**src/wtef_pkg.sv**
```systemverilog
// Shared widths, history entry type and register indexes for the
// windowed threshold event filter. No dependencies.
`default_nettype none

package wtef_pkg;

    localparam int HIST_ENTRIES = 16;
    localparam int HIST_AW      = (HIST_ENTRIES > 1) ? $clog2(HIST_ENTRIES) : 1;

    localparam int HOST_W   = 10;
    localparam int CORE_W   = 8;
    localparam int FREQ_W   = 24;
    localparam int STAMP_W  = 32;
    localparam int COUNT_W  = 16;
    localparam int WIN_W    = 20;

    localparam int CFG_IDX_W  = 3;
    localparam int CFG_DATA_W = 24;

    localparam logic [CFG_IDX_W-1:0] CFG_FREQ_THR   = CFG_IDX_W'(0);
    localparam logic [CFG_IDX_W-1:0] CFG_HIGH_SIDE  = CFG_IDX_W'(1);
    localparam logic [CFG_IDX_W-1:0] CFG_FIRE_LIMIT = CFG_IDX_W'(2);
    localparam logic [CFG_IDX_W-1:0] CFG_TIME_WIN   = CFG_IDX_W'(3);

    localparam logic [COUNT_W-1:0] COUNT_MAX = '1;

    typedef struct packed {
        logic [HOST_W-1:0]  host;
        logic [CORE_W-1:0]  core;
        logic [COUNT_W-1:0] count;
        logic [STAMP_W-1:0] stamp;
    } hist_entry_t;

    localparam int ENTRY_W = $bits(hist_entry_t);

endpackage

`default_nettype wire

```
**src/wtef_hist_ram.sv**
```systemverilog
// History table storage: simple dual-port RAM, one write and one
// registered read per cycle. No package dependency.
`default_nettype none

module wtef_hist_ram #(
    parameter int DEPTH = 16,
    parameter int WIDTH = 8,
    parameter int AW    = (DEPTH > 1) ? $clog2(DEPTH) : 1
) (
    input  logic             aclk,
    input  logic             wr_en,
    input  logic [AW-1:0]    wr_addr,
    input  logic [WIDTH-1:0] wr_data,
    input  logic             rd_en,
    input  logic [AW-1:0]    rd_addr,
    output logic [WIDTH-1:0] rd_data
);

    logic [WIDTH-1:0] mem [DEPTH];

    always_ff @(posedge aclk) begin
        if (wr_en) begin
            mem[wr_addr] <= wr_data;
        end
    end

    always_ff @(posedge aclk) begin
        if (rd_en) begin
            rd_data <= mem[rd_addr];
        end
    end

endmodule

`default_nettype wire

```
**src/windowed_threshold_event_filter.sv**
```systemverilog
// Windowed threshold event filter: top level with the scan/update sequencer.
// Depends on wtef_pkg and wtef_hist_ram.
//
// - Input s_*: one frequency sample per request (host, core, freq, timestamp).
//   Result m_*: exactly one result per sample, in order.
// - Config cfg_*: single-cycle writes, index 0 threshold, 1 high_side,
//   2 fire count, 3 time window; other indexes ignored. Write only while idle.
// - Non-counting sample: table untouched, result goes from ST_RESP into the
//   output register, next request taken once the sequencer is back in ST_IDLE.
// - Crossing sample: scans the history RAM one entry per cycle (stops at the
//   first key match), then updates count/stamp and writes a hit back. A miss
//   fires at once if the fire limit is 0 or 1, else takes a free entry or is
//   dropped when the table is full. The result goes out through ST_RESP; the
//   scan pace is set by the single RAM read port. One item in flight, so a
//   write-back always lands before the next scan reads the RAM.
// - The output register holds a result while m_ready is low; the next request
//   is still accepted and worked on, and waits once its own result is ready.
// - Reset (aresetn low, synchronous) clears all entry valid bits, the
//   sequencer and the output, and loads the register defaults.
`default_nettype none

module windowed_threshold_event_filter (
    input  logic                                aclk,
    input  logic                                aresetn,

    input  logic                                cfg_wr_en,
    input  logic [wtef_pkg::CFG_IDX_W-1:0]      cfg_index,
    input  logic [wtef_pkg::CFG_DATA_W-1:0]     cfg_wdata,

    input  logic                                s_valid,
    output logic                                s_ready,
    input  logic [wtef_pkg::HOST_W-1:0]         s_host_id,
    input  logic [wtef_pkg::CORE_W-1:0]         s_core,
    input  logic [wtef_pkg::FREQ_W-1:0]         s_freq_khz,
    input  logic [wtef_pkg::STAMP_W-1:0]        s_timestamp_s,

    output logic                                m_valid,
    input  logic                                m_ready,
    output logic                                m_crossed,
    output logic                                m_event_fired,
    output logic [wtef_pkg::COUNT_W-1:0]        m_count_seen,
    output logic                                m_dropped_full
);

    import wtef_pkg::*;

    typedef enum logic [2:0] {
        ST_IDLE,
        ST_SCAN,
        ST_UPD,
        ST_FIN,
        ST_RESP
    } fsm_state_t;

    fsm_state_t state_reg, state_next;

    // configuration
    logic [FREQ_W-1:0]  thr_reg, thr_next;
    logic               high_reg, high_next;
    logic [COUNT_W-1:0] maxc_reg, maxc_next;
    logic [WIN_W-1:0]   win_reg, win_next;

    // entry valid bits live in flops so reset clears them at once
    logic [HIST_ENTRIES-1:0] valid_reg, valid_next;

    // request being worked on
    logic [HOST_W-1:0]  key_host_reg, key_host_next;
    logic [CORE_W-1:0]  key_core_reg, key_core_next;
    logic [STAMP_W-1:0] key_ts_reg, key_ts_next;

    // scan pipeline: issue address, then check the returned entry
    logic [HIST_AW:0]   issue_idx_reg, issue_idx_next;
    logic               chk_vld_reg, chk_vld_next;
    logic [HIST_AW-1:0] chk_idx_reg, chk_idx_next;
    logic               hit_found_reg, hit_found_next;
    logic [HIST_AW-1:0] hit_idx_reg, hit_idx_next;
    logic               free_found_reg, free_found_next;
    logic [HIST_AW-1:0] free_idx_reg, free_idx_next;
    logic [COUNT_W-1:0] hit_cnt_reg, hit_cnt_next;
    logic [STAMP_W-1:0] hit_stamp_reg, hit_stamp_next;

    // updated count/stamp of the hit entry
    logic [COUNT_W-1:0] upd_cnt_reg, upd_cnt_next;
    logic [STAMP_W-1:0] upd_stamp_reg, upd_stamp_next;

    // finished result, waiting for the output register
    logic               res_crossed_reg, res_crossed_next;
    logic               res_fired_reg, res_fired_next;
    logic [COUNT_W-1:0] res_count_reg, res_count_next;
    logic               res_dropped_reg, res_dropped_next;

    // output register
    logic               m_valid_reg, m_valid_next;
    logic               m_crossed_reg, m_crossed_next;
    logic               m_fired_reg, m_fired_next;
    logic [COUNT_W-1:0] m_count_reg, m_count_next;
    logic               m_dropped_reg, m_dropped_next;

    // RAM ports
    logic               ram_wr_en;
    logic [HIST_AW-1:0] ram_wr_addr;
    logic [ENTRY_W-1:0] ram_wr_data;
    logic               ram_rd_en;
    logic [HIST_AW-1:0] ram_rd_addr;
    logic [ENTRY_W-1:0] ram_rd_data;
    hist_entry_t        rd_entry;
    hist_entry_t        wr_entry;

    // scan / update helpers
    logic               crossed_now;
    logic               chk_valid_bit;
    logic               chk_match;
    logic               chk_last;
    logic [STAMP_W:0]   limit;
    logic               expired;
    logic               fire_hit;

    assign rd_entry = hist_entry_t'(ram_rd_data);

    wtef_hist_ram #(
        .DEPTH (HIST_ENTRIES),
        .WIDTH (ENTRY_W),
        .AW    (HIST_AW)
    ) u_hist_ram (
        .aclk    (aclk),
        .wr_en   (ram_wr_en),
        .wr_addr (ram_wr_addr),
        .wr_data (ram_wr_data),
        .rd_en   (ram_rd_en),
        .rd_addr (ram_rd_addr),
        .rd_data (ram_rd_data)
    );

    // threshold compare on the incoming sample
    assign crossed_now = high_reg ? (s_freq_khz >= thr_reg) : (s_freq_khz <= thr_reg);

    // returned entry compare; valid bit picked by the index it was read from
    assign chk_valid_bit = valid_reg[chk_idx_reg];
    assign chk_match     = chk_vld_reg && chk_valid_bit
                           && (rd_entry.host == key_host_reg)
                           && (rd_entry.core == key_core_reg);
    assign chk_last      = chk_vld_reg && (chk_idx_reg == HIST_AW'(HIST_ENTRIES - 1));

    // window check, computed wide so it never wraps
    assign limit   = {1'b0, hit_stamp_reg} + (STAMP_W + 1)'(win_reg);
    assign expired = limit < {1'b0, key_ts_reg};

    assign fire_hit = upd_cnt_reg >= maxc_reg;

    always_comb begin
        state_next       = state_reg;
        thr_next         = thr_reg;
        high_next        = high_reg;
        maxc_next        = maxc_reg;
        win_next         = win_reg;
        valid_next       = valid_reg;
        key_host_next    = key_host_reg;
        key_core_next    = key_core_reg;
        key_ts_next      = key_ts_reg;
        issue_idx_next   = issue_idx_reg;
        chk_vld_next     = 1'b0;
        chk_idx_next     = chk_idx_reg;
        hit_found_next   = hit_found_reg;
        hit_idx_next     = hit_idx_reg;
        free_found_next  = free_found_reg;
        free_idx_next    = free_idx_reg;
        hit_cnt_next     = hit_cnt_reg;
        hit_stamp_next   = hit_stamp_reg;
        upd_cnt_next     = upd_cnt_reg;
        upd_stamp_next   = upd_stamp_reg;
        res_crossed_next = res_crossed_reg;
        res_fired_next   = res_fired_reg;
        res_count_next   = res_count_reg;
        res_dropped_next = res_dropped_reg;
        m_valid_next     = m_valid_reg;
        m_crossed_next   = m_crossed_reg;
        m_fired_next     = m_fired_reg;
        m_count_next     = m_count_reg;
        m_dropped_next   = m_dropped_reg;

        ram_wr_en   = 1'b0;
        ram_wr_addr = hit_idx_reg;
        wr_entry    = '{host: key_host_reg, core: key_core_reg,
                        count: upd_cnt_reg, stamp: upd_stamp_reg};
        ram_rd_en   = 1'b0;
        ram_rd_addr = issue_idx_reg[HIST_AW-1:0];

        // config writes, taken in any state
        if (cfg_wr_en) begin
            case (cfg_index)
                CFG_FREQ_THR:   thr_next  = cfg_wdata[FREQ_W-1:0];
                CFG_HIGH_SIDE:  high_next = cfg_wdata[0];
                CFG_FIRE_LIMIT: maxc_next = cfg_wdata[COUNT_W-1:0];
                CFG_TIME_WIN:   win_next  = cfg_wdata[WIN_W-1:0];
                default: ;
            endcase
        end

        // output register drains on handshake
        if (m_ready) begin
            m_valid_next = 1'b0;
        end

        case (state_reg)
            ST_IDLE: begin
                if (s_valid) begin
                    key_host_next = s_host_id;
                    key_core_next = s_core;
                    key_ts_next   = s_timestamp_s;
                    if (crossed_now) begin
                        issue_idx_next  = '0;
                        hit_found_next  = 1'b0;
                        free_found_next = 1'b0;
                        state_next      = ST_SCAN;
                    end else begin
                        res_crossed_next = 1'b0;
                        res_fired_next   = 1'b0;
                        res_count_next   = '0;
                        res_dropped_next = 1'b0;
                        state_next       = ST_RESP;
                    end
                end
            end

            ST_SCAN: begin
                // issue the next read unless this cycle already hit or every entry was issued
                if (!chk_match && (issue_idx_reg != (HIST_AW + 1)'(HIST_ENTRIES))) begin
                    ram_rd_en      = 1'b1;
                    chk_vld_next   = 1'b1;
                    chk_idx_next   = issue_idx_reg[HIST_AW-1:0];
                    issue_idx_next = issue_idx_reg + 1'b1;
                end
                if (chk_vld_reg && !chk_valid_bit && !free_found_reg) begin
                    free_found_next = 1'b1;
                    free_idx_next   = chk_idx_reg;
                end
                if (chk_match) begin
                    hit_found_next = 1'b1;
                    hit_idx_next   = chk_idx_reg;
                    hit_cnt_next   = rd_entry.count;
                    hit_stamp_next = rd_entry.stamp;
                end
                if (chk_match || chk_last) begin
                    state_next = ST_UPD;
                end
            end

            ST_UPD: begin
                if (expired) begin
                    upd_cnt_next   = COUNT_W'(1);
                    upd_stamp_next = key_ts_reg;
                end else begin
                    upd_cnt_next   = (hit_cnt_reg != COUNT_MAX) ? hit_cnt_reg + 1'b1
                                                                : hit_cnt_reg;
                    upd_stamp_next = hit_stamp_reg;
                end
                state_next = ST_FIN;
            end

            ST_FIN: begin
                res_crossed_next = 1'b1;
                res_fired_next   = 1'b0;
                res_dropped_next = 1'b0;
                if (hit_found_reg) begin
                    ram_wr_en      = 1'b1;
                    ram_wr_addr    = hit_idx_reg;
                    res_count_next = upd_cnt_reg;
                    if (fire_hit) begin
                        res_fired_next           = 1'b1;
                        valid_next[hit_idx_reg]  = 1'b0;
                    end
                end else if (maxc_reg <= COUNT_W'(1)) begin
                    // new key fires at once, nothing stored
                    res_fired_next = 1'b1;
                    res_count_next = COUNT_W'(1);
                end else if (free_found_reg) begin
                    ram_wr_en                = 1'b1;
                    ram_wr_addr              = free_idx_reg;
                    wr_entry.count           = COUNT_W'(1);
                    wr_entry.stamp           = key_ts_reg;
                    valid_next[free_idx_reg] = 1'b1;
                    res_count_next           = COUNT_W'(1);
                end else begin
                    // table full
                    res_dropped_next = 1'b1;
                    res_count_next   = '0;
                end
                state_next = ST_RESP;
            end

            ST_RESP: begin
                if (!m_valid_reg || m_ready) begin
                    m_valid_next   = 1'b1;
                    m_crossed_next = res_crossed_reg;
                    m_fired_next   = res_fired_reg;
                    m_count_next   = res_count_reg;
                    m_dropped_next = res_dropped_reg;
                    state_next     = ST_IDLE;
                end
            end

            default: begin
                state_next = ST_IDLE;
            end
        endcase

        ram_wr_data = wr_entry;
    end

    always_ff @(posedge aclk) begin
        if (!aresetn) begin
            state_reg   <= ST_IDLE;
            thr_reg     <= '0;
            high_reg    <= 1'b1;
            maxc_reg    <= COUNT_W'(1);
            win_reg     <= '0;
            valid_reg   <= '0;
            chk_vld_reg <= 1'b0;
            m_valid_reg <= 1'b0;
        end else begin
            state_reg   <= state_next;
            thr_reg     <= thr_next;
            high_reg    <= high_next;
            maxc_reg    <= maxc_next;
            win_reg     <= win_next;
            valid_reg   <= valid_next;
            chk_vld_reg <= chk_vld_next;
            m_valid_reg <= m_valid_next;
        end
        key_host_reg    <= key_host_next;
        key_core_reg    <= key_core_next;
        key_ts_reg      <= key_ts_next;
        issue_idx_reg   <= issue_idx_next;
        chk_idx_reg     <= chk_idx_next;
        hit_found_reg   <= hit_found_next;
        hit_idx_reg     <= hit_idx_next;
        free_found_reg  <= free_found_next;
        free_idx_reg    <= free_idx_next;
        hit_cnt_reg     <= hit_cnt_next;
        hit_stamp_reg   <= hit_stamp_next;
        upd_cnt_reg     <= upd_cnt_next;
        upd_stamp_reg   <= upd_stamp_next;
        res_crossed_reg <= res_crossed_next;
        res_fired_reg   <= res_fired_next;
        res_count_reg   <= res_count_next;
        res_dropped_reg <= res_dropped_next;
        m_crossed_reg   <= m_crossed_next;
        m_fired_reg     <= m_fired_next;
        m_count_reg     <= m_count_next;
        m_dropped_reg   <= m_dropped_next;
    end

    assign s_ready        = (state_reg == ST_IDLE);
    assign m_valid        = m_valid_reg;
    assign m_crossed      = m_crossed_reg;
    assign m_event_fired  = m_fired_reg;
    assign m_count_seen   = m_count_reg;
    assign m_dropped_full = m_dropped_reg;

endmodule

`default_nettype wire

```
**config.mk**
```make
export PLATFORM = sky130hd
export DESIGN_NAME = windowed_threshold_event_filter
export DESIGN_NICKNAME = d
export VERILOG_FILES = /design/src/wtef_pkg.sv /design/src/wtef_hist_ram.sv /design/src/windowed_threshold_event_filter.sv
export SDC_FILE = /design/constraint.sdc
export NUM_CORES = 2
export LEC_CHECK = 0
export BUFFER_PORTS_ARGS = -buffer_cell sky130_fd_sc_hd__buf_2
export CORE_UTILIZATION = 48
export DETAILED_ROUTE_END_ITERATION = 6
export PLACE_DENSITY = 0.69
export RECOVER_POWER = 50
export SKIP_LAST_GASP = 1
export SLEW_MARGIN = 20
export SYNTH_ARGS = -nofsm -noshare
export SYNTH_HDL_FRONTEND = slang
export SYNTH_SLANG_ARGS = --single-unit
```
**constraint.sdc**
```tcl
create_clock -name aclk -period 14.8 [get_ports aclk]
set_input_delay 2.96 -clock aclk [delete_from_list [all_inputs] [get_ports aclk]]
set_output_delay 2.96 -clock aclk [all_outputs]
set_load 0.01 [all_outputs]
```
== After elaboration in Yosys (flattened, before gate mapping) ==
Memories as Yosys holds them, arrays and structs flattened. A register that Yosys moved wholly into a read port is not among the register bits.
Index checks and enable logic that the tools add are counted.
W data, S select, Z words.
Operators by class
  $lt $le $gt $ge: 10
  add/subtract/negate cells: 3
  multiplexer cells: 64
  div/mod/pow operators: 0
  shift operators: 0
  reduce and logical (&&, ||, !) cells: 35
  bitwise logic cells: 3
  equality and inequality tests: 22
  multipliers: 0
Operators with widths (count)
  $mux W48: 4
  $mux W16: 8
  $add A32 B20 Y33: 1
  $lt A33 B32 Y1: 1
  $mux W32: 1
  $pmux W16 S2: 1
  $mux W1: 29
  $ge A24 B24 Y1: 1
  $le A24 B24 Y1: 1
  $reduce_and A2 Y1: 9
  $add A16 B1 Y16 const B: 1
  $and A16 B16 Y16: 1
  $ge A16 B16 Y1: 1
  $le A16 B1 Y1 const B: 1
  $mux W4: 4
  $ne A16 B16 Y1 const B: 1
  $ne A2 B2 Y1 const B: 8
  $not A16 Y16: 1
  $or A16 B16 Y16: 1
  $reduce_and A4 Y1: 4
  $lt A4 B5 Y1 const B: 3
  $mux W5: 3
  $pmux W3 S5: 1
  $eq A3 B2 Y1 const B: 4
  other kinds (20): 47
Word-level totals
  RAM bits: 1056
  memory bits (read-only): 0
  word-level logic and storage cells: 167
  latch bits: 0
  output and inout port bits: 21
  memories kept: 1
  input bits: 106
  register bits after elaboration: 285
Memory list
  u_hist_ram.mem: words 16, width 66, rd ports 1, clocked after Yosys merged registers in 1, write ports 1, RTL line wtef_hist_ram.sv:19  | logic [WIDTH-1:0] mem [DEPTH];

== Logic depth before layout (Yosys ltp) ==
  depth after elaboration: 9
  gate-level depth with buffers: 20
  gate-level depth less buffers: 18

== Hierarchy ==
A second synthesis with hierarchy kept.
Unflattened totals
  cell total of the unflattened synthesis: 3020
  area total of the unflattened synthesis: 55639.6 µm²
By module, submodules not included
  wtef_hist_ram: area each 41461.0 µm², cells an instance 1698, seq. area each 33692.3 µm², instances 1
  windowed_threshold_event_filter: area each 14178.6 µm², cells an instance 1322, seq. area each 7737.4 µm², instances 1

== Worst setup path after synthesis ==
Ideal clock, no wire load.
  path type: input to register
  start: in s_valid
  end: reg res_count_reg[0] (enable)
  setup slack: 9.282 ns
  required time: 14.457 ns
  arrival time: 5.175 ns
  path buffers: 1
  setup time: 0.343 ns
  stages on the path: 5
  cell sequence: and2_1 clkbuf_1 nand2_1 a21oi_1 or2_2
Between the ends
  cells in the longest elaborated chain, start to end: 2
Ends and longest elaborated chain
  from (decl): RTL line windowed_threshold_event_filter.sv:30  | input logic s_valid,
  $ne A2 B2 Y1 (no line)
  $reduce_and A3 Y1 (no line)
  to (signal assigned): RTL line windowed_threshold_event_filter.sv:345  | res_count_reg <= res_count_next;
  to (decl): RTL line windowed_threshold_event_filter.sv:89  | logic [COUNT_W-1:0] res_count_reg, res_count_next;
Every way passes these cells.
A chain may end at the register's enable or synchronous reset.

== Worst setup path in the final report ==
  start: reg issue_idx_reg[2]
  end: reg u_hist_ram.rd_data[5] (read register of u_hist_ram.mem) (data pin)
Between the ends
  cells in the longest elaborated chain, start to end: 4
Ends and longest elaborated chain
  from (decl): RTL line windowed_threshold_event_filter.sv:72  | logic [HIST_AW:0] issue_idx_reg, issue_idx_next;
  from (signal assigned): RTL line windowed_threshold_event_filter.sv:333  | issue_idx_reg <= issue_idx_next;
  $ne A5 B5 Y1: RTL line windowed_threshold_event_filter.sv:227  | if (!chk_match && (issue_idx_reg != (HIST_AW + 1)'(HIST_ENTRIES))) begin
  $logic_and A1 B1 Y1: RTL line windowed_threshold_event_filter.sv:227
  $mux W1: RTL line windowed_threshold_event_filter.sv:227
  $mux W1
  to (decl): RTL line wtef_hist_ram.sv:16  | output logic [WIDTH-1:0] rd_data
Several ways; a longest one is shown, not always the timed one.

==> impl_metrics.toml <==
[final_layout]
fillCellCount = 8596
syn_to_final_growth_pct = 12.8
multi_input_area_sq_um = 13600
ff_latch_area_sq_um = 41400
drive_gt1_share_pct = 23.0
regMostFlops = "u_hist_ram.mem"
largest_reg_flops = 1056
final_nets = 3281
reg.largest.list = "u_hist_ram.mem: 1056 flops, u_hist_ram.rd_data: 66 flops"

[timing]
hold_slack_ps = 416
clock_skew_ps = 29.4
period_minus_slack_ps = 7260
post-route-period-util_pct = 49.1
rsz0062_at_grt = "no"
finalHoldViolCount = 0
setup_viol = 0
max_slew_margin_pct = -424
tightest_slew_ps = 7870
finalSetupTns_ps = 0
timing.fmax_mhz = 138
slew_viol_final = 525

[detailed_routing]
route.met3.wl_um = 9040
viasPerCell = 5.97
num_vias = 28094
routed_wl_um = 128000
final_antenna_net_count = 0
topRoutingLayerUsed = "met4"
dr_wl_met2_um = 62500
drc = 0
first_pass_iters = 6
routedWlPerCell_um = 27.1
wl_met1_um = 53200
dr.first_iter.drc_count = 3071

[run_status]
violations = "capacitance limit, slew limit"
run_status = "finished with violations"

[placed_design]
place.gp.congestion = 0.921
hpwl_um = 68800
portBuffers = 126

[pwr]
p_int_mw = 6.89
seqPwrFrac_pct = 50.9
switchingPower_mw = 1.91
vdd_drop_max_uv = 127
power_density_nw_per_um2 = 140
leakagePower_nw = 20.3
p_comb_share_pct = 8.8
pwr-share-clk_pct = 40.4
netSwitchingFraction_pct = 21.7

[clock_tree]
hold_buffers = 0
cts_buffers = 143
cts_root_buf = "clkbuf_16"
cts_tree = "built"
clk_latency_ps = 770
htreeDepth = 4
clk_path_buf_depth = 3
cts.repair.resized = 0
clk_pin_slew_worst_paths_ps = 70
cts.sinks = 1407
cts_setup_buffers = 0

[worst_setup_path]
critPathLaunchType = "flop"
crit_fanout = 70
endpoint_kind = "flop"
critPathRequiredTime_ps = 15250
worst-setup-path-type = "reg -> reg"
rrSetupSlack_ps = 7540
cp.arrival_ps = 7710

[die]
rows = 124
dieHeight_um = 343
initial_utilization_pct = 48.6
die_w_um = 343
die-area_sq_um = 118000
io_pins = 127
coreArea_sq_um = 115000

[logic_synthesis]
synth-async-reset-ratio_pct = 0
yosysWarnings = 0
synthCells = 2856
netlist_area_sq_um = 55800
postSynthAreaPerCell_sq_um = 19.5
synth_cell_types = 68
syn-num-nets = 3057
synth-main-ff-cell = "edfxtp_1"
ys_seq_area_share_pct = 74.2
synth_edf_count = 1325
ys_seq_elements = 1407

[worst_hold_path]
hp-class = "reg -> reg"

[global_route]
grt_max_degree = 155
antenna_found_initial = 0
grt_pass1_vias = 28590
grt_overflow = 0
track_usage_pct = 22.0
grt_pass1_wl_um = 188000

[job]
maxCapViolCount = 11
## cell usage in the layout, fill, tap and decap left out, types with 42 or more instances in the layout
| cell | synthesis | layout |
|---|---|---|
| edfxtp_1 | 1325 | 1325 |
| mux4_2 | 335 | 335 |
| nand2_1 | 207 | 207 |
| clkbuf_16 | 0 | 147 |
| buf_2 | 29 | 108 |
| ha_1 | 94 | 94 |
| inv_1 | 88 | 88 |
| clkbuf_1 | 87 | 86 |
| dfxtp_1 | 82 | 82 |
| o21ai_0 | 66 | 66 |
| a21boi_0 | 61 | 61 |
| a21oi_1 | 49 | 49 |
| xnor2_1 | 42 | 42 |
## synthesized netlist by cell type, types with 29 or more instances
library cell | count | area share, %
a21boi_0 | 61 | 0.82
a21oi_1 | 49 | 0.44
and2_1 | 36 | 0.40
and3_1 | 32 | 0.36
buf_2 | 29 | 0.26
clkbuf_1 | 87 | 0.58
dfxtp_1 | 82 | 2.9
edfxtp_1 | 1325 | 71
ha_1 | 94 | 2.1
inv_1 | 88 | 0.59
mux4_2 | 335 | 14
nand2_1 | 207 | 1.4
nor2_1 | 53 | 0.36
o21ai_0 | 66 | 0.59
xnor2_1 | 42 | 0.66
## critical path, stage by stage (launching register included)
cell and delay, ps:
edfxtp_1 350, clkbuf_1 5460, mux4_2 1030
## cell families after synthesis
group	share of synthesized area, %
adder cells (fa/ha/maj)	2.14
buffers and inverters	1.53
XOR/XNOR	0.973
flip-flops	74.2
AO/OA/AOI/OAI	3.15
multiplexers	14.2
AND/OR/NAND/NOR	3.77
## metrics by stage
stage                     cell area (sq um)  utilization [%]  std cells  worst slack (ps)  power, mW
after floorplan                       55800                -       2856              9280       5.11
after global placement                58600             51.0       4445              9160       5.30
after detailed placement              58600             51.0       4445              9060       5.31
after CTS                             63200             55.0       4701              9490       8.85
after global routing                  63000             54.9       4703              6780       9.08
final                                 63000             54.9       4704              7540       8.80
## power by group through the flow
| stage | sequential, mW | combinational (mW) | clock, mW |
|---|---|---|---|
| finish | 4.48 | 0.771 | 3.55 |
| global route | 4.48 | 0.831 | 3.76 |
| CTS | 4.47 | 0.759 | 3.61 |
| detailed placement | 4.56 | 0.756 | 0 |
| global placement | 4.55 | 0.742 | 0 |
| floorplan | 4.53 | 0.578 | 0 |
## metal layers
layer | track usage (%) | vias to the layer above
li1 | - | 11968
met1 | 30.9 | 14747
met2 | 35.7 | 1191
met3 | 3.39 | 188
met4 | 6.61 | 0
met5 | 0 | -
## path summary, 6_finish.rpt
path,startpoint,to,cells after the start
min,res_count_reg[0]$_SDFFCE_PN0P_,m_count_seen[0]$_DFFE_PP_,0
max,issue_idx_reg[2]$_SDFFCE_PN0P_,u_hist_ram.rd_data[5]$_DFFE_PP_,2
max reg2reg,issue_idx_reg[2]$_SDFFCE_PN0P_,u_hist_ram.rd_data[5]$_DFFE_PP_,2
min reg2reg,res_count_reg[0]$_SDFFCE_PN0P_,m_count_seen[0]$_DFFE_PP_,0
## cell type report
| cell class | count | share of cell area (%) |
|---|---|---|
| Sequential cell | 1407 | 65.8 |
| Multi-Input combinational cell | 1237 | 21.7 |
| Clock buffer | 174 | 6.02 |
| Tap cell | 1512 | 3.00 |
| Timing Repair Buffer | 203 | 1.72 |
| Clock inverter | 82 | 1.30 |
| Inverter | 88 | 0.524 |
| Antenna cell | 1 | 0.00397 |
(Power assumes the default switching activity.)
